===== src/tapc_pkg.sv =====
// ----------------------------------------------------------------------------
// tapc_pkg: shared types and constants for the tilt actuator controller
// Codes, field widths and the command/status structs between the controller
// and the tilt mapping datapath.
// ----------------------------------------------------------------------------
`default_nettype none
package tapc_pkg;

  localparam int ADC_W  = 12;
  localparam int TILT_W = 16;
  localparam int TOL_W  = 10;
  localparam int MS_W   = 16;
  localparam int TIME_W = 32;
  localparam int SPAN_W = 12;

  localparam logic [ADC_W:0] MOTION_STEP    = 13'd3;
  localparam logic [7:0]     SERVED_ANTENNA = 8'd1;

  typedef logic [2:0] status_t;
  localparam status_t ST_IDLE   = 3'd0;
  localparam status_t ST_RUN    = 3'd1;
  localparam status_t ST_OK     = 3'd2;
  localparam status_t ST_HWERR  = 3'd3;
  localparam status_t ST_ACTJAM = 3'd4;
  localparam status_t ST_MOTJAM = 3'd5;

  localparam logic [1:0] OPC_START = 2'd0;
  localparam logic [1:0] OPC_POLL  = 2'd1;
  localparam logic [1:0] OPC_STOP  = 2'd2;

  localparam logic [1:0] OPER_MOVE = 2'd0;
  localparam logic [1:0] OPER_CAL  = 2'd1;
  localparam logic [1:0] OPER_TEST = 2'd2;

  localparam logic [1:0] PH_NONE = 2'd0;
  localparam logic [1:0] PH_LOW  = 2'd1;
  localparam logic [1:0] PH_HIGH = 2'd2;
  localparam logic [1:0] PH_BACK = 2'd3;

  localparam logic signed [1:0] DRV_BRAKE = 2'sb00;
  localparam logic signed [1:0] DRV_UP    = 2'sb01;
  localparam logic signed [1:0] DRV_DN    = 2'sb11;

  localparam logic [3:0] REG_TILT_MIN = 4'd0;
  localparam logic [3:0] REG_TILT_MAX = 4'd1;
  localparam logic [3:0] REG_TOL      = 4'd2;
  localparam logic [3:0] REG_SETTLE   = 4'd3;
  localparam logic [3:0] REG_STALL    = 4'd4;
  localparam logic [3:0] REG_MIN_SPAN = 4'd5;
  localparam logic [3:0] REG_DEF_LOW  = 4'd6;
  localparam logic [3:0] REG_DEF_HIGH = 4'd7;

  // mapping request: raw sample, ADC endpoints and tilt limits
  typedef struct packed {
    logic                     start;
    logic [ADC_W-1:0]         raw;
    logic [ADC_W-1:0]         lo;
    logic [ADC_W-1:0]         hi;
    logic signed [TILT_W-1:0] tmin;
    logic signed [TILT_W-1:0] tmax;
  } map_cmd_t;

  typedef struct packed {
    logic                     done;
    logic signed [TILT_W-1:0] tilt;
  } map_stat_t;

  // magnitude of an 18-bit signed difference
  function automatic logic [17:0] abs18(input logic signed [17:0] v);
    abs18 = v[17] ? 18'(-v) : 18'(v);
  endfunction

endpackage
`default_nettype wire


===== src/tapc_map.sv =====
// ----------------------------------------------------------------------------
// tapc_map: tilt mapping datapath
// tilt = tmin + (raw-lo)*(tmax-tmin)/(hi-lo), truncated toward zero, clamped.
// A multiply step, a restoring divider one bit a cycle, and a fix-up step.
// ----------------------------------------------------------------------------
`default_nettype none
module tapc_map (
  input  wire                      clk,
  input  wire                      rst_n,
  input  wire tapc_pkg::map_cmd_t  cmd,
  output tapc_pkg::map_stat_t      stat
);
  import tapc_pkg::*;

  localparam int DIFF_W = ADC_W + 1;
  localparam int SPN_W  = TILT_W + 1;
  localparam int PROD_W = DIFF_W + SPN_W;
  localparam int CNT_W  = $clog2(PROD_W);

  typedef enum logic [1:0] {M_IDLE, M_MUL, M_DIV, M_FIX} mstate_t;

  mstate_t                   mst_r, mst_nxt;
  logic signed [DIFF_W-1:0]  diff_r, diff_nxt;
  logic signed [DIFF_W-1:0]  den_r, den_nxt;
  logic signed [SPN_W-1:0]   span_r, span_nxt;
  logic signed [TILT_W-1:0]  tmin_r, tmin_nxt;
  logic signed [TILT_W-1:0]  tmax_r, tmax_nxt;
  logic                      neg_r, neg_nxt;
  logic [PROD_W-1:0]         num_r, num_nxt;
  logic [ADC_W-1:0]          rem_r, rem_nxt;
  logic [ADC_W-1:0]          dmag_r, dmag_nxt;
  logic [CNT_W-1:0]          cnt_r, cnt_nxt;
  logic signed [TILT_W-1:0]  tilt_r, tilt_nxt;
  logic                      done_r, done_nxt;

  always_comb begin
    logic signed [PROD_W-1:0] prod;
    logic [DIFF_W-1:0]        dabs;
    logic [ADC_W:0]           trial;
    logic signed [PROD_W:0]   quo;
    logic signed [PROD_W+1:0] sum;
    mst_nxt  = mst_r;
    diff_nxt = diff_r;
    den_nxt  = den_r;
    span_nxt = span_r;
    tmin_nxt = tmin_r;
    tmax_nxt = tmax_r;
    neg_nxt  = neg_r;
    num_nxt  = num_r;
    rem_nxt  = rem_r;
    dmag_nxt = dmag_r;
    cnt_nxt  = cnt_r;
    tilt_nxt = tilt_r;
    done_nxt = 1'b0;
    prod  = diff_r * span_r;
    dabs  = den_r[DIFF_W-1] ? DIFF_W'(-den_r) : DIFF_W'(den_r);
    trial = {rem_r, num_r[PROD_W-1]};
    quo   = neg_r ? -$signed({1'b0, num_r}) : $signed({1'b0, num_r});
    sum   = (PROD_W+2)'(tmin_r) + (PROD_W+2)'(quo);
    unique case (mst_r)
      M_IDLE: begin
        if (cmd.start) begin
          diff_nxt = $signed({1'b0, cmd.raw}) - $signed({1'b0, cmd.lo});
          den_nxt  = $signed({1'b0, cmd.hi}) - $signed({1'b0, cmd.lo});
          span_nxt = SPN_W'(cmd.tmax) - SPN_W'(cmd.tmin);
          tmin_nxt = cmd.tmin;
          tmax_nxt = cmd.tmax;
          mst_nxt  = M_MUL;
        end
      end
      // register the product and its sign; equal endpoints give tmin
      M_MUL: begin
        if (den_r == '0) begin
          tilt_nxt = tmin_r;
          done_nxt = 1'b1;
          mst_nxt  = M_IDLE;
        end else begin
          num_nxt  = prod[PROD_W-1] ? PROD_W'(-prod) : PROD_W'(prod);
          neg_nxt  = prod[PROD_W-1] ^ den_r[DIFF_W-1];
          dmag_nxt = dabs[ADC_W-1:0];
          rem_nxt  = '0;
          cnt_nxt  = CNT_W'(PROD_W - 1);
          mst_nxt  = M_DIV;
        end
      end
      // restoring division, one quotient bit per cycle
      M_DIV: begin
        if (trial >= {1'b0, dmag_r}) begin
          rem_nxt = ADC_W'(trial - {1'b0, dmag_r});
          num_nxt = {num_r[PROD_W-2:0], 1'b1};
        end else begin
          rem_nxt = trial[ADC_W-1:0];
          num_nxt = {num_r[PROD_W-2:0], 1'b0};
        end
        cnt_nxt = cnt_r - 1'b1;
        if (cnt_r == '0) begin
          mst_nxt = M_FIX;
        end
      end
      // apply sign, offset and clamp
      M_FIX: begin
        if (sum < (PROD_W+2)'(tmin_r)) begin
          tilt_nxt = tmin_r;
        end else if (sum > (PROD_W+2)'(tmax_r)) begin
          tilt_nxt = tmax_r;
        end else begin
          tilt_nxt = sum[TILT_W-1:0];
        end
        done_nxt = 1'b1;
        mst_nxt  = M_IDLE;
      end
      default: mst_nxt = M_IDLE;
    endcase
  end

  always_ff @(posedge clk) begin
    if (!rst_n) begin
      mst_r  <= M_IDLE;
      done_r <= 1'b0;
    end else begin
      mst_r  <= mst_nxt;
      done_r <= done_nxt;
    end
    diff_r <= diff_nxt;
    den_r  <= den_nxt;
    span_r <= span_nxt;
    tmin_r <= tmin_nxt;
    tmax_r <= tmax_nxt;
    neg_r  <= neg_nxt;
    num_r  <= num_nxt;
    rem_r  <= rem_nxt;
    dmag_r <= dmag_nxt;
    cnt_r  <= cnt_nxt;
    tilt_r <= tilt_nxt;
  end

  assign stat.done = done_r;
  assign stat.tilt = tilt_r;

endmodule
`default_nettype wire


===== src/tapc_ctrl.sv =====
// ----------------------------------------------------------------------------
// tapc_ctrl: controller state machine
// Holds configuration and operation state, sequences tilt mappings and
// decides drive direction and status; registers each result beat.
// ----------------------------------------------------------------------------
`default_nettype none
module tapc_ctrl (
  input  wire                       clk,
  input  wire                       rst_n,
  input  wire                       in_valid,
  output logic                      in_stall,
  input  wire [1:0]                 in_opcode,
  input  wire [1:0]                 in_operation,
  input  wire [7:0]                 in_antenna,
  input  wire signed [15:0]         in_target_tenths,
  input  wire [11:0]                in_adc_sample,
  input  wire                       in_adc_ok,
  input  wire                       in_driver_fault,
  input  wire                       in_limit_low,
  input  wire                       in_limit_high,
  input  wire [31:0]                in_now_ms,
  input  wire                       cfg_we,
  input  wire [3:0]                 cfg_index,
  input  wire [15:0]                cfg_wdata,
  output logic                      out_valid,
  input  wire                       out_stall,
  output logic [2:0]                out_status,
  output logic                      out_accepted,
  output logic signed [15:0]        out_tilt_tenths,
  output logic                      out_position_valid,
  output logic signed [1:0]         out_drive_direction,
  output logic                      out_driver_awake,
  output tapc_pkg::map_cmd_t        map_cmd,
  input  wire tapc_pkg::map_stat_t  map_stat
);
  import tapc_pkg::*;

  typedef enum logic [2:0] {S_IDLE, S_DISP, S_MAP1, S_MAP2, S_EMIT} state_t;

  state_t st_r, st_nxt;

  // configuration
  logic signed [TILT_W-1:0] tmin_r, tmax_r;
  logic [TOL_W-1:0]         tol_r;
  logic [MS_W-1:0]          settle_r, stall_to_r;
  logic [SPAN_W-1:0]        min_span_r;
  logic [ADC_W-1:0]         def_lo_r, def_hi_r;

  // operation state
  status_t                  run_r, run_nxt;
  logic [1:0]               oper_r, oper_nxt;
  logic [1:0]               phase_r, phase_nxt;
  logic signed [TILT_W-1:0] goal_r, goal_nxt, ret_r, ret_nxt;
  logic [TIME_W-1:0]        start_r, start_nxt, motion_r, motion_nxt;
  logic [ADC_W-1:0]         prev_r, prev_nxt;
  logic signed [1:0]        drv_r, drv_nxt;
  logic                     awake_r, awake_nxt;
  logic [ADC_W-1:0]         cap_lo_r, cap_lo_nxt, cap_hi_r, cap_hi_nxt;
  logic                     cap_lo_v_r, cap_lo_v_nxt, cap_hi_v_r, cap_hi_v_nxt;

  // latched item
  logic [1:0]               op_r, item_oper_r;
  logic [7:0]               ant_r;
  logic signed [TILT_W-1:0] tgt_r;
  logic [ADC_W-1:0]         raw_r;
  logic                     aok_r, flt_r, ll_r, lh_r;
  logic [TIME_W-1:0]        now_r;

  // pending result
  logic                     res_acc_r, res_acc_nxt, res_pv_r, res_pv_nxt;
  logic                     res_hwant_r, res_hwant_nxt;
  logic signed [TILT_W-1:0] res_pos_r, res_pos_nxt;

  map_cmd_t                 mcmd_r, mcmd_nxt;

  // output register
  logic                     ov_r, ov_nxt;
  status_t                  o_st_r, o_st_nxt;
  logic                     o_acc_r, o_acc_nxt, o_pv_r, o_pv_nxt, o_aw_r, o_aw_nxt;
  logic signed [TILT_W-1:0] o_pos_r, o_pos_nxt;
  logic signed [1:0]        o_dir_r, o_dir_nxt;

  logic                     in_acc;
  logic [ADC_W-1:0]         lo_end, hi_end;

  assign in_stall = (st_r != S_IDLE);
  assign in_acc   = in_valid && !in_stall;
  assign lo_end   = cap_lo_v_r ? cap_lo_r : def_lo_r;
  assign hi_end   = cap_hi_v_r ? cap_hi_r : def_hi_r;

  always_comb begin
    logic signed [TILT_W-1:0] cur;
    logic                     moved, stall_hit, at_goal, at_ret, lim_hit, span_bad;
    logic [TIME_W-1:0]        mt;
    st_nxt       = st_r;
    run_nxt      = run_r;
    oper_nxt     = oper_r;
    phase_nxt    = phase_r;
    goal_nxt     = goal_r;
    ret_nxt      = ret_r;
    start_nxt    = start_r;
    motion_nxt   = motion_r;
    prev_nxt     = prev_r;
    drv_nxt      = drv_r;
    awake_nxt    = awake_r;
    cap_lo_nxt   = cap_lo_r;
    cap_lo_v_nxt = cap_lo_v_r;
    cap_hi_nxt   = cap_hi_r;
    cap_hi_v_nxt = cap_hi_v_r;
    res_acc_nxt  = res_acc_r;
    res_pv_nxt   = res_pv_r;
    res_hwant_nxt = res_hwant_r;
    res_pos_nxt  = res_pos_r;
    mcmd_nxt     = mcmd_r;
    mcmd_nxt.start = 1'b0;
    ov_nxt       = ov_r && out_stall;
    o_st_nxt     = o_st_r;
    o_acc_nxt    = o_acc_r;
    o_pv_nxt     = o_pv_r;
    o_aw_nxt     = o_aw_r;
    o_pos_nxt    = o_pos_r;
    o_dir_nxt    = o_dir_r;

    cur       = map_stat.tilt;
    moved     = abs18(18'(raw_r) - 18'(prev_r)) >= 18'(MOTION_STEP);
    mt        = moved ? now_r : motion_r;
    stall_hit = (now_r - mt) >= TIME_W'(stall_to_r);
    at_goal   = abs18(18'(cur) - 18'(goal_r)) <= 18'(tol_r);
    at_ret    = abs18(18'(cur) - 18'(ret_r)) <= 18'(tol_r);
    lim_hit   = (drv_r == DRV_DN && ll_r) || (drv_r == DRV_UP && lh_r);
    span_bad  = abs18(18'(raw_r) - 18'(lo_end)) < 18'(min_span_r);

    unique case (st_r)
      S_IDLE: begin
        if (in_acc) begin
          st_nxt = S_DISP;
        end
      end
      // decode the item; items without a mapping finish here
      S_DISP: begin
        res_acc_nxt   = 1'b1;
        res_pv_nxt    = 1'b0;
        res_hwant_nxt = 1'b0;
        res_pos_nxt   = '0;
        mcmd_nxt.raw  = raw_r;
        mcmd_nxt.lo   = lo_end;
        mcmd_nxt.hi   = hi_end;
        mcmd_nxt.tmin = tmin_r;
        mcmd_nxt.tmax = tmax_r;
        st_nxt        = S_EMIT;
        case (op_r)
          OPC_START: begin
            if (ant_r != SERVED_ANTENNA || run_r == ST_RUN || flt_r || !aok_r) begin
              res_acc_nxt = 1'b0;
            end else begin
              mcmd_nxt.start = 1'b1;
              st_nxt         = S_MAP1;
            end
          end
          OPC_POLL: begin
            if (ant_r != SERVED_ANTENNA) begin
              res_hwant_nxt = 1'b1;
            end else if (run_r != ST_RUN) begin
              res_hwant_nxt = 1'b0;
            end else if (flt_r || !aok_r) begin
              drv_nxt   = DRV_BRAKE;
              awake_nxt = 1'b1;
              run_nxt   = ST_HWERR;
            end else begin
              mcmd_nxt.start = 1'b1;
              st_nxt         = S_MAP1;
            end
          end
          OPC_STOP: begin
            drv_nxt   = DRV_BRAKE;
            awake_nxt = 1'b1;
            run_nxt   = ST_IDLE;
            phase_nxt = PH_NONE;
          end
          default: res_acc_nxt = 1'b0;
        endcase
      end
      // first mapping done: start or poll decision
      S_MAP1: begin
        if (map_stat.done) begin
          st_nxt = S_EMIT;
          if (op_r == OPC_START) begin
            oper_nxt   = item_oper_r;
            run_nxt    = ST_RUN;
            goal_nxt   = tgt_r;
            start_nxt  = now_r;
            motion_nxt = now_r;
            prev_nxt   = raw_r;
            phase_nxt  = PH_LOW;
            awake_nxt  = 1'b1;
            if (item_oper_r == OPER_CAL) begin
              ret_nxt = cur;
              drv_nxt = DRV_DN;
            end else if (item_oper_r == OPER_TEST) begin
              drv_nxt = DRV_BRAKE;
            end else if (abs18(18'(cur) - 18'(tgt_r)) <= 18'(tol_r)) begin
              run_nxt = ST_OK;
              drv_nxt = DRV_BRAKE;
            end else begin
              drv_nxt = (tgt_r > cur) ? DRV_UP : DRV_DN;
            end
          end else begin
            res_pos_nxt = cur;
            res_pv_nxt  = 1'b1;
            if (moved) begin
              prev_nxt   = raw_r;
              motion_nxt = now_r;
            end
            if (oper_r == OPER_TEST) begin
              if ((now_r - start_r) >= TIME_W'(settle_r)) begin
                drv_nxt   = DRV_BRAKE;
                awake_nxt = 1'b1;
                run_nxt   = ST_OK;
              end
            end else if (oper_r == OPER_CAL && phase_r == PH_LOW && ll_r) begin
              cap_lo_nxt   = raw_r;
              cap_lo_v_nxt = 1'b1;
              phase_nxt    = PH_HIGH;
              motion_nxt   = now_r;
              drv_nxt      = DRV_UP;
              awake_nxt    = 1'b1;
            end else if (oper_r == OPER_CAL && phase_r == PH_HIGH && lh_r) begin
              if (span_bad) begin
                drv_nxt   = DRV_BRAKE;
                awake_nxt = 1'b1;
                run_nxt   = ST_HWERR;
              end else begin
                // remap with the new high endpoint
                cap_hi_nxt     = raw_r;
                cap_hi_v_nxt   = 1'b1;
                phase_nxt      = PH_BACK;
                motion_nxt     = now_r;
                mcmd_nxt.raw   = raw_r;
                mcmd_nxt.lo    = lo_end;
                mcmd_nxt.hi    = raw_r;
                mcmd_nxt.tmin  = tmin_r;
                mcmd_nxt.tmax  = tmax_r;
                mcmd_nxt.start = 1'b1;
                st_nxt         = S_MAP2;
              end
            end else if (oper_r == OPER_CAL && phase_r == PH_BACK && at_ret) begin
              drv_nxt   = DRV_BRAKE;
              awake_nxt = 1'b1;
              run_nxt   = ST_OK;
            end else if (oper_r == OPER_CAL && phase_r == PH_BACK && lim_hit) begin
              drv_nxt   = DRV_BRAKE;
              awake_nxt = 1'b1;
              run_nxt   = ST_ACTJAM;
            end else if (oper_r != OPER_CAL && at_goal) begin
              drv_nxt   = DRV_BRAKE;
              awake_nxt = 1'b1;
              run_nxt   = ST_OK;
            end else if (oper_r != OPER_CAL && lim_hit) begin
              drv_nxt   = DRV_BRAKE;
              awake_nxt = 1'b1;
              run_nxt   = ST_ACTJAM;
            end else if (stall_hit) begin
              drv_nxt   = DRV_BRAKE;
              awake_nxt = 1'b1;
              run_nxt   = ST_MOTJAM;
            end
          end
        end
      end
      // second mapping after calibration: head back to the start tilt
      S_MAP2: begin
        if (map_stat.done) begin
          res_pos_nxt = cur;
          awake_nxt   = 1'b1;
          st_nxt      = S_EMIT;
          if (at_ret) begin
            drv_nxt = DRV_BRAKE;
            run_nxt = ST_OK;
          end else begin
            drv_nxt = (ret_r > cur) ? DRV_UP : DRV_DN;
          end
        end
      end
      // load the output register once it is free
      S_EMIT: begin
        if (!ov_r || !out_stall) begin
          ov_nxt    = 1'b1;
          o_st_nxt  = res_hwant_r ? ST_HWERR : run_r;
          o_acc_nxt = res_acc_r;
          o_pv_nxt  = res_pv_r;
          o_pos_nxt = res_pos_r;
          o_dir_nxt = drv_r;
          o_aw_nxt  = awake_r;
          st_nxt    = S_IDLE;
        end
      end
      default: st_nxt = S_IDLE;
    endcase
  end

  always_ff @(posedge clk) begin
    if (!rst_n) begin
      st_r       <= S_IDLE;
      tmin_r     <= 16'sd0;
      tmax_r     <= 16'sd100;
      tol_r      <= 10'd5;
      settle_r   <= 16'd1000;
      stall_to_r <= 16'd2000;
      min_span_r <= 12'd100;
      def_lo_r   <= 12'd0;
      def_hi_r   <= 12'd4095;
      run_r      <= ST_IDLE;
      oper_r     <= OPER_MOVE;
      phase_r    <= PH_NONE;
      goal_r     <= '0;
      ret_r      <= '0;
      start_r    <= '0;
      motion_r   <= '0;
      prev_r     <= '0;
      drv_r      <= DRV_BRAKE;
      awake_r    <= 1'b0;
      cap_lo_r   <= '0;
      cap_lo_v_r <= 1'b0;
      cap_hi_r   <= '0;
      cap_hi_v_r <= 1'b0;
      mcmd_r     <= '0;
      ov_r       <= 1'b0;
      o_aw_r     <= 1'b0;
    end else begin
      st_r       <= st_nxt;
      run_r      <= run_nxt;
      oper_r     <= oper_nxt;
      phase_r    <= phase_nxt;
      goal_r     <= goal_nxt;
      ret_r      <= ret_nxt;
      start_r    <= start_nxt;
      motion_r   <= motion_nxt;
      prev_r     <= prev_nxt;
      drv_r      <= drv_nxt;
      awake_r    <= awake_nxt;
      cap_lo_r   <= cap_lo_nxt;
      cap_lo_v_r <= cap_lo_v_nxt;
      cap_hi_r   <= cap_hi_nxt;
      cap_hi_v_r <= cap_hi_v_nxt;
      mcmd_r     <= mcmd_nxt;
      ov_r       <= ov_nxt;
      o_aw_r     <= o_aw_nxt;
      // register writes; limit writes that break min < max are dropped
      if (cfg_we) begin
        unique case (cfg_index)
          REG_TILT_MIN: if ($signed(cfg_wdata) < tmax_r) tmin_r <= $signed(cfg_wdata);
          REG_TILT_MAX: if (tmin_r < $signed(cfg_wdata)) tmax_r <= $signed(cfg_wdata);
          REG_TOL:      tol_r      <= cfg_wdata[TOL_W-1:0];
          REG_SETTLE:   settle_r   <= cfg_wdata;
          REG_STALL:    stall_to_r <= cfg_wdata;
          REG_MIN_SPAN: min_span_r <= cfg_wdata[SPAN_W-1:0];
          REG_DEF_LOW:  def_lo_r   <= cfg_wdata[ADC_W-1:0];
          REG_DEF_HIGH: def_hi_r   <= cfg_wdata[ADC_W-1:0];
          default: ;
        endcase
      end
    end
    // payload
    if (in_acc) begin
      op_r        <= in_opcode;
      item_oper_r <= in_operation;
      ant_r       <= in_antenna;
      tgt_r       <= in_target_tenths;
      raw_r       <= in_adc_sample;
      aok_r       <= in_adc_ok;
      flt_r       <= in_driver_fault;
      ll_r        <= in_limit_low;
      lh_r        <= in_limit_high;
      now_r       <= in_now_ms;
    end
    res_acc_r   <= res_acc_nxt;
    res_pv_r    <= res_pv_nxt;
    res_hwant_r <= res_hwant_nxt;
    res_pos_r   <= res_pos_nxt;
    o_st_r      <= o_st_nxt;
    o_acc_r     <= o_acc_nxt;
    o_pv_r      <= o_pv_nxt;
    o_pos_r     <= o_pos_nxt;
    o_dir_r     <= o_dir_nxt;
  end

  assign out_valid           = ov_r;
  assign out_status          = o_st_r;
  assign out_accepted        = o_acc_r;
  assign out_tilt_tenths     = o_pos_r;
  assign out_position_valid  = o_pv_r;
  assign out_drive_direction = o_dir_r;
  assign out_driver_awake    = o_aw_r;
  assign map_cmd             = mcmd_r;

endmodule
`default_nettype wire


===== src/tilt_actuator_position_controller.sv =====
// Mapping: start and poll beats that map a sample wait on the tilt divider, which
//   takes one bit per cycle (30 steps plus multiply and fix-up).
//   A calibration poll that captures the high endpoint maps twice.
//   Stop, rejected and unmapped beats skip the mapping datapath.
// Throughput: one beat at a time; the next is taken while a result waits.
// Reset: synchronous active-low; configuration returns to its defaults.
// ----------------------------------------------------------------------------
// tilt_actuator_position_controller: top level
// DC tilt actuator move, calibration and self-test control from ADC samples.
// ----------------------------------------------------------------------------
`default_nettype none
module tilt_actuator_position_controller (
  input  wire                clk,
  input  wire                rst_n,
  input  wire                in_valid,
  output logic               in_stall,
  input  wire [1:0]          in_opcode,
  input  wire [1:0]          in_operation,
  input  wire [7:0]          in_antenna,
  input  wire signed [15:0]  in_target_tenths,
  input  wire [11:0]         in_adc_sample,
  input  wire                in_adc_ok,
  input  wire                in_driver_fault,
  input  wire                in_limit_low,
  input  wire                in_limit_high,
  input  wire [31:0]         in_now_ms,
  input  wire                cfg_we,
  input  wire [3:0]          cfg_index,
  input  wire [15:0]         cfg_wdata,
  output logic               out_valid,
  input  wire                out_stall,
  output logic [2:0]         out_status,
  output logic               out_accepted,
  output logic signed [15:0] out_tilt_tenths,
  output logic               out_position_valid,
  output logic signed [1:0]  out_drive_direction,
  output logic               out_driver_awake
);
  import tapc_pkg::*;

  map_cmd_t  map_cmd;
  map_stat_t map_stat;

  tapc_ctrl u_ctrl (
    .clk                 (clk),
    .rst_n               (rst_n),
    .in_valid            (in_valid),
    .in_stall            (in_stall),
    .in_opcode           (in_opcode),
    .in_operation        (in_operation),
    .in_antenna          (in_antenna),
    .in_target_tenths    (in_target_tenths),
    .in_adc_sample       (in_adc_sample),
    .in_adc_ok           (in_adc_ok),
    .in_driver_fault     (in_driver_fault),
    .in_limit_low        (in_limit_low),
    .in_limit_high       (in_limit_high),
    .in_now_ms           (in_now_ms),
    .cfg_we              (cfg_we),
    .cfg_index           (cfg_index),
    .cfg_wdata           (cfg_wdata),
    .out_valid           (out_valid),
    .out_stall           (out_stall),
    .out_status          (out_status),
    .out_accepted        (out_accepted),
    .out_tilt_tenths     (out_tilt_tenths),
    .out_position_valid  (out_position_valid),
    .out_drive_direction (out_drive_direction),
    .out_driver_awake    (out_driver_awake),
    .map_cmd             (map_cmd),
    .map_stat            (map_stat)
  );

  tapc_map u_map (
    .clk   (clk),
    .rst_n (rst_n),
    .cmd   (map_cmd),
    .stat  (map_stat)
  );

endmodule
`default_nettype wire


===== config.mk =====
export PLATFORM = sky130hd
export DESIGN_NAME = tilt_actuator_position_controller
export DESIGN_NICKNAME = d
export VERILOG_FILES = /design/src/tapc_pkg.sv /design/src/tapc_map.sv /design/src/tapc_ctrl.sv /design/src/tilt_actuator_position_controller.sv
export SDC_FILE = /design/constraint.sdc
export NUM_CORES = 2
export LEC_CHECK = 0
export ABC_AREA = 1
export BUFFER_PORTS_ARGS = -buffer_cell sky130_fd_sc_hd__buf_2
export CAP_MARGIN = 10
export CORE_ASPECT_RATIO = 1.5
export CORE_UTILIZATION = 56
export DETAILED_ROUTE_END_ITERATION = 8
export PLACE_DENSITY = 0.8
export SLEW_MARGIN = 20
export SYNTH_ARGS = -nofsm -noshare
export SYNTH_HDL_FRONTEND = slang
export SYNTH_SLANG_ARGS = --single-unit

===== constraint.sdc =====
create_clock -name clk -period 10.1 [get_ports clk]
set_input_delay 2.02 -clock clk [delete_from_list [all_inputs] [get_ports clk]]
set_output_delay 2.02 -clock clk [all_outputs]
set_load 0.02 [all_outputs]

# [Yosys cells after proc, flatten, opt, wreduce, memory -nomap -nowiden]
# Index checks and enable logic that the tools add are counted.
[word_totals] in_bits=101 register_bits=600 output_inout_bits=26 wordCells=371
[op_classes] n_reduce_logical=63 n_addsub=21 bitwise=6 mux=146 n_mul=1 n_lt_le_gt_ge=14 n_eq_ne=57
[op_table] operator="$mux 69" count=6
[op_table] operator="$mux 32" count=6
[op_table] operator="$pmux 69 s2" count=1
[op_table] operator="$mux 16" count=6
[op_table] operator="$mux 3" count=32
[op_table] operator="$mux 18" count=5
[op_table] operator="$neg 18->18" count=5
[op_table] operator="$mux 12" count=7
[op_table] operator="$sub 16x16->17" count=4
[op_table] operator="$mux 2" count=33
[op_table] operator="$ge 32x16->1" count=2
[op_table] operator="$sub 32x32->32" count=2
[op_table] operator="$mux 30" count=2
[op_table] operator="$pmux 30 s2" count=1
[op_table] operator="$le 18x10->1" count=3
[op_table] operator="$sub 12x12->13" count=4
[op_table] operator="$pmux 16 s3" count=1
[op_table] operator="$add 16x31->32" count=1
[op_table] operator="$gt 16x16->1" count=2
[op_table] operator="$gt 32x16->1" count=1
[op_table] operator="$lt 16x16->1" count=2
[op_table] operator="$lt 32x16->1" count=1
[op_table] operator="$pmux 16 s2" count=1
[op_table] operator="$mux 31" count=1
[op_table] operator="64 further kinds" count=179

# [Logic depth before layout (Yosys ltp)]
[depth] word_depth=18 mapped_depth=50 mapped_depth_nobuf=47

# [Cells and area by module]
# Synthesis repeated with hierarchy kept, for this count alone.
[unflattened] hier_cells=6693 area_unflattened_um2=49976.7
[modules_own_cells] mod="tapc_ctrl" instances=1 cells_each=3929 seq_area_each_um2=10109.7 area_per_inst_um2=28373.5
[modules_own_cells] mod="tapc_map" instances=1 cells_each=2764 seq_area_each_um2=4594.4 area_per_inst_um2=21603.2

# [Worst setup path before layout]
# OpenSTA, ideal clock, no wires.
[synth_path] kind="register -> register" startpoint="register u_map.diff_r[3]" endpoint="register u_map.num_r[4], data pin" arrival_ns=6.854 path_slack_ns=2.980 required_time_ns=9.834 path_buffers=3 path_stages_with_launch=33 setup_time_ns=0.266 synth_period_minus_slack_ns=7.120 cell_sequence="edfxtp_1 clkbuf_1 clkbuf_1 nand2_1 fa_1 inv_1 fa_1 fa_1 inv_1 fa_1 fa_1 inv_1 ha_1 ha_1 nand4_1 o211a_1 o21ai_0 a21boi_1 o21bai_1 a21boi_1 o21ai_0 a21boi_1 o21ai_0 a21oi_1 o21bai_1 or2_1 nand2_1 inv_2 buf_2 nand2_1 xnor2_1 nand2_1 o21ai_0"
[synth_between] elab_chain_cells=5
[synth_rtl] item="start: declaration" line="tapc_map.sv:23" rtl="logic signed [DIFF_W-1:0] diff_r, diff_nxt;"
[synth_rtl] item="start signal: assignment" line="tapc_map.sv:124" rtl="diff_r <= diff_nxt;"
[synth_rtl] item="$mul 13x17->30 *" line="tapc_map.sv:55" rtl="prod = diff_r * span_r;"
[synth_rtl] item="$neg 30->30" line="tapc_map.sv:78" rtl="num_nxt = prod[PROD_W-1] ? PROD_W'(-prod) : PROD_W'(prod);"
[synth_rtl] item="$mux 30 *" line="tapc_map.sv:78"
[synth_rtl] item="$mux 30 *" line="tapc_map.sv:73" rtl="if (den_r == '0) begin"
[synth_rtl] item="$pmux 30 s2 *" line="tapc_map.sv:60" rtl="unique case (mst_r)"
[synth_rtl] item="named net u_map.num_nxt[4]" line="tapc_map.sv:29" rtl="logic [PROD_W-1:0] num_r, num_nxt;"
[synth_rtl] item="end signal: assignment" line="tapc_map.sv:130" rtl="num_r <= num_nxt;"
[synth_rtl] item="end: declaration" line="tapc_map.sv:29"
# Mark *: on every way through the listed nets, which the timed path passes. The rest lies on a longest branch. The select of a mux whose other input is x is not followed.
# A chain may end at the register's enable or synchronous reset.

# [Worst setup path after layout]
[layout_path] startpoint="register u_map.diff_r[12]" endpoint="register u_map.num_r[4], data pin"
[layout_between] elab_chain_cells=4
[layout_rtl] item="$mul 13x17->30" line="tapc_map.sv:55"
[layout_rtl] item="$mux 30" line="tapc_map.sv:78"
[layout_rtl] item="$mux 30" line="tapc_map.sv:73"
[layout_rtl] item="$pmux 30 s2" line="tapc_map.sv:60"
[layout_rtl] item="named net u_map.num_nxt[4]" line="tapc_map.sv:29"
# The timed path passes the listed nets, and every way through them passes these cells. The select of a mux whose other input is x is not followed.

==> results.md <==
* LEAKAGE at around 24 nW
* Worst path arrival time at about 8600 ps
* Crit share post-route at 0.812
* Post-route ant nets at 0
* Root buf cell: clkbuf_16
* Die H at 359 um
* Leading register cell type out of synthesis: dfxtp_1
* Slew Limit Fails at 0
* H-tree levels at 2
* Register area share after synthesis at 0.310
* Synth area leaders: edfxtp_1 17%, dfxtp_1 14%, ha_1 12%, fa_1 9.2%, nand2_1 9.1%
* Clk_skew at about 35 ps
* Slew margin rel. at 0.299
* Internal reg-to-reg setup slack at between 1500 and 2000 ps
* RePlAce Congestion at roughly 1
* Synth top area share at 0.170
* CTS tree: done
* Crit end category: flip-flop
* DRC at 0
* Clock transition at path regs at 80 ps
* Async S/R FF share, synth at 0
* Floorplan row count at 130
* Worst Tran Pin Value at 1050 ps
* Layout cell share with drive strength beyond 1 at 0.0568
* CTS sink cnt at 600
* Initial antenna violation count at 15
* Final worst setup slack at 1890 ps
* Status: finished clean
* Total GRT Usage at 0.311
* CTS Buf Count at 56
* DRT iter0 DRCs at between 2000 and 3000
* Die area at 85900 um2
* Synth warn at 0
* Hpwl dp at between 100 and 150 mm
* Area after DPL at 49000 um2
* Final wirelength at 133 mm
* Cell area after layout at 51000 um2
* Vias per std cell at 5.65
* First-pass GRT wire length at 208 mm
* Worst Path Max Fanout at 17
* Post-synthesis register bit count at 600
* Pre-antenna DRT Iters at 6
* Total congestion overflow at 0
* Top cell by count, worst path: fa_1
* Crit path time final at 8210 ps
* Mapped Avg Cell Area at about 8 um2
* Number of synthesized flops with an enable pin at 269
* Wire per inst at 18.3 um
* Synthesized area at 47500 um2
* Core ar. at 83800 um2
* CP max stage cell: fa_1
* Synth Instances at 6053
* Max clock buf depth at 3
* Critical path required time at 10470 ps
* Final Hold Fails at 0
* Power density cells at 119 nW/um2
* Post-Syn Nets at slightly below 7000
* Place WS at 1950 ps
* Unrepaired setup endpoints after global routing: false
* Largest net degree at the start of global routing at 127
* Area Overhead vs Synth at 7.38%
* Synth area leader: edfxtp_1
* Clock Latency Late Sink at between 600 and 700 ps
* Final hold slack at 412 ps
* Worst setup path category: flip-flop to flip-flop
* IO Pins at 127
* Setup Total Neg Slack at 0 ps
* CTS resizes at 0
* Nets at 6861
* Crit start category: flip-flop
* Synth cell types at 63
* Final setup violation count at 0
* Fmax at 0.122 GHz
* I/O Buffers at 126
* Hold crit path type: flip-flop to flip-flop
* Initial Util at 0.566
* Die width at 240 um
* Post-CTS setup buffer count at 0
* Via count at 41000
* Vias in the first global route at 40500
* Max incr delay on CP at 560 ps
* Max Cap Violations at 0
* Peak VDD IR at 0.000163 V
* Hold buffers post-CTS at 0
## metal layers
metal  wire, um  GRT usage
met4      12900      0.270
met3       7200     0.0458
met1      47600      0.325
met2      64800      0.545
met5        130          0
## cells in the mapped netlist (16+ instances only)
master    count
inv_1      1009
fa_1        217
ha_1        462
a211oi_1     25
edfxtp_1    269
clkbuf_1    163
nand2_1    1153
a31oi_1      27
inv_2        17
o21ai_0     484
dfxtp_1     331
xor2_1      237
nand4_1      63
o21bai_1     28
nor3_1       64
xnor2_1      76
a21oi_1     642
nor4_1       18
nand3_1     212
or2_2        28
nor2_1      304
buf_2        16
o211ai_1     45
## cells in the final DEF, fill, tap and decap left out, types with 16 or more instances in the layout
master and n:
nand2_1 1151, inv_1 1007, a21oi_1 642, o21ai_0 483, ha_1 462, dfxtp_1 331, nor2_1 297, edfxtp_1 269
xor2_1 237, fa_1 217, nand3_1 211, buf_2 125, xnor2_1 76, nand4_1 63, nor3_1 61, clkbuf_16 60
o211ai_1 45, buf_4 31, o21bai_1 28, or2_2 28, a31oi_1 27, a211oi_1 25, nor4_1 18, inv_2 17
nand2_2 16
## worst max-delay path, delay by kind of cell, from the launching register on
family,cells,cell delay (ps)
buf+inv,5,790
simple gates,6,1110
xor+xnor,1,140
flops,1,390
compound gates,10,1900
fa+ha+maj,7,3570
## cells by family (layout without fill, tap and decap cells)
| family | count (synthesis) | in the layout | synth area share |
|---|---|---|---|
| DFF | 600 | 600 | 0.310 |
| other | 0 | 4 | 0 |
| xor gates and xnor gates | 313 | 313 | 0.0578 |
| muxes | 4 | 4 | 0.000844 |
| buffers and inverters | 1216 | 1291 | 0.0971 |
| adders and majority gates | 679 | 679 | 0.213 |
| AOI/OAI and AO/OA | 1335 | 1335 | 0.152 |
| and+or+nand+nor | 1906 | 1906 | 0.169 |
## path summary, 6_finish.rpt
check / start / end / depth (start not counted)
worst max-delay path: u_map.diff_r[12]$_DFFE_PP_ / u_map.num_r[4]$_DFFE_PP_ / 29
worst min-delay path: u_ctrl.res_pos_r[8]$_SDFFCE_PN0P_ / u_ctrl.out_tilt_tenths[8]$_DFFE_PP_ / 0
worst max register to register: u_map.diff_r[12]$_DFFE_PP_ / u_map.num_r[4]$_DFFE_PP_ / 29
worst min register to register: u_ctrl.res_pos_r[8]$_SDFFCE_PN0P_ / u_ctrl.out_tilt_tenths[8]$_DFFE_PP_ / 0
## stage by stage
step                      power, W  utilization  instances
after detailed placement   0.00385        0.585       7145
after global placement     0.00382        0.585       7145
final                      0.00606        0.608       7254
after CTS                  0.00606        0.608       7250
after global routing       0.00629        0.608       7251
after floorplan            0.00351            -       6053
## report_power, final
part	leakage [nW]	switching [W]	internal, W	total, W
combinational	17.7	0.000743	0.000380	0.00112
clock	0.939	0.00101	0.00122	0.00223
sequential	5.16	0.0000678	0.00264	0.00271
total	23.8	0.00182	0.00424	0.00606
## flip-flops by register name (all words and copies together) (netlist names), 13 cells and up, named ones only
name and flops:
u_ctrl.tgt_r 16, u_ctrl.tmin_r 16, u_ctrl.start_r 32, u_map.den_r 13, u_map.num_r 30, u_ctrl.out_tilt_tenths 16, u_ctrl.settle_r 16, u_ctrl.res_pos_r 16
u_ctrl.now_r 32, u_map.diff_r 13, u_ctrl.tmax_r 16, u_ctrl.ret_r 16, u_map.tmax_r 16, u_map.tmin_r 16, u_map.span_r 17, u_ctrl.motion_r 32
u_ctrl.goal_r 16, u_ctrl.stall_to_r 16, u_map.tilt_r 16, u_ctrl.map_cmd 69
## final cells by class
cell class,count,area [um2]
tap,1122,1400
clock inverter,27,234
inverter,1029,3860
multi-input combinational,4237,28200
fill,7238,32800
timing repair buffer,157,870
antenna,4,10.0
sequential,600,14700
clock buffer,78,1650
(Power assumes the default switching activity.)
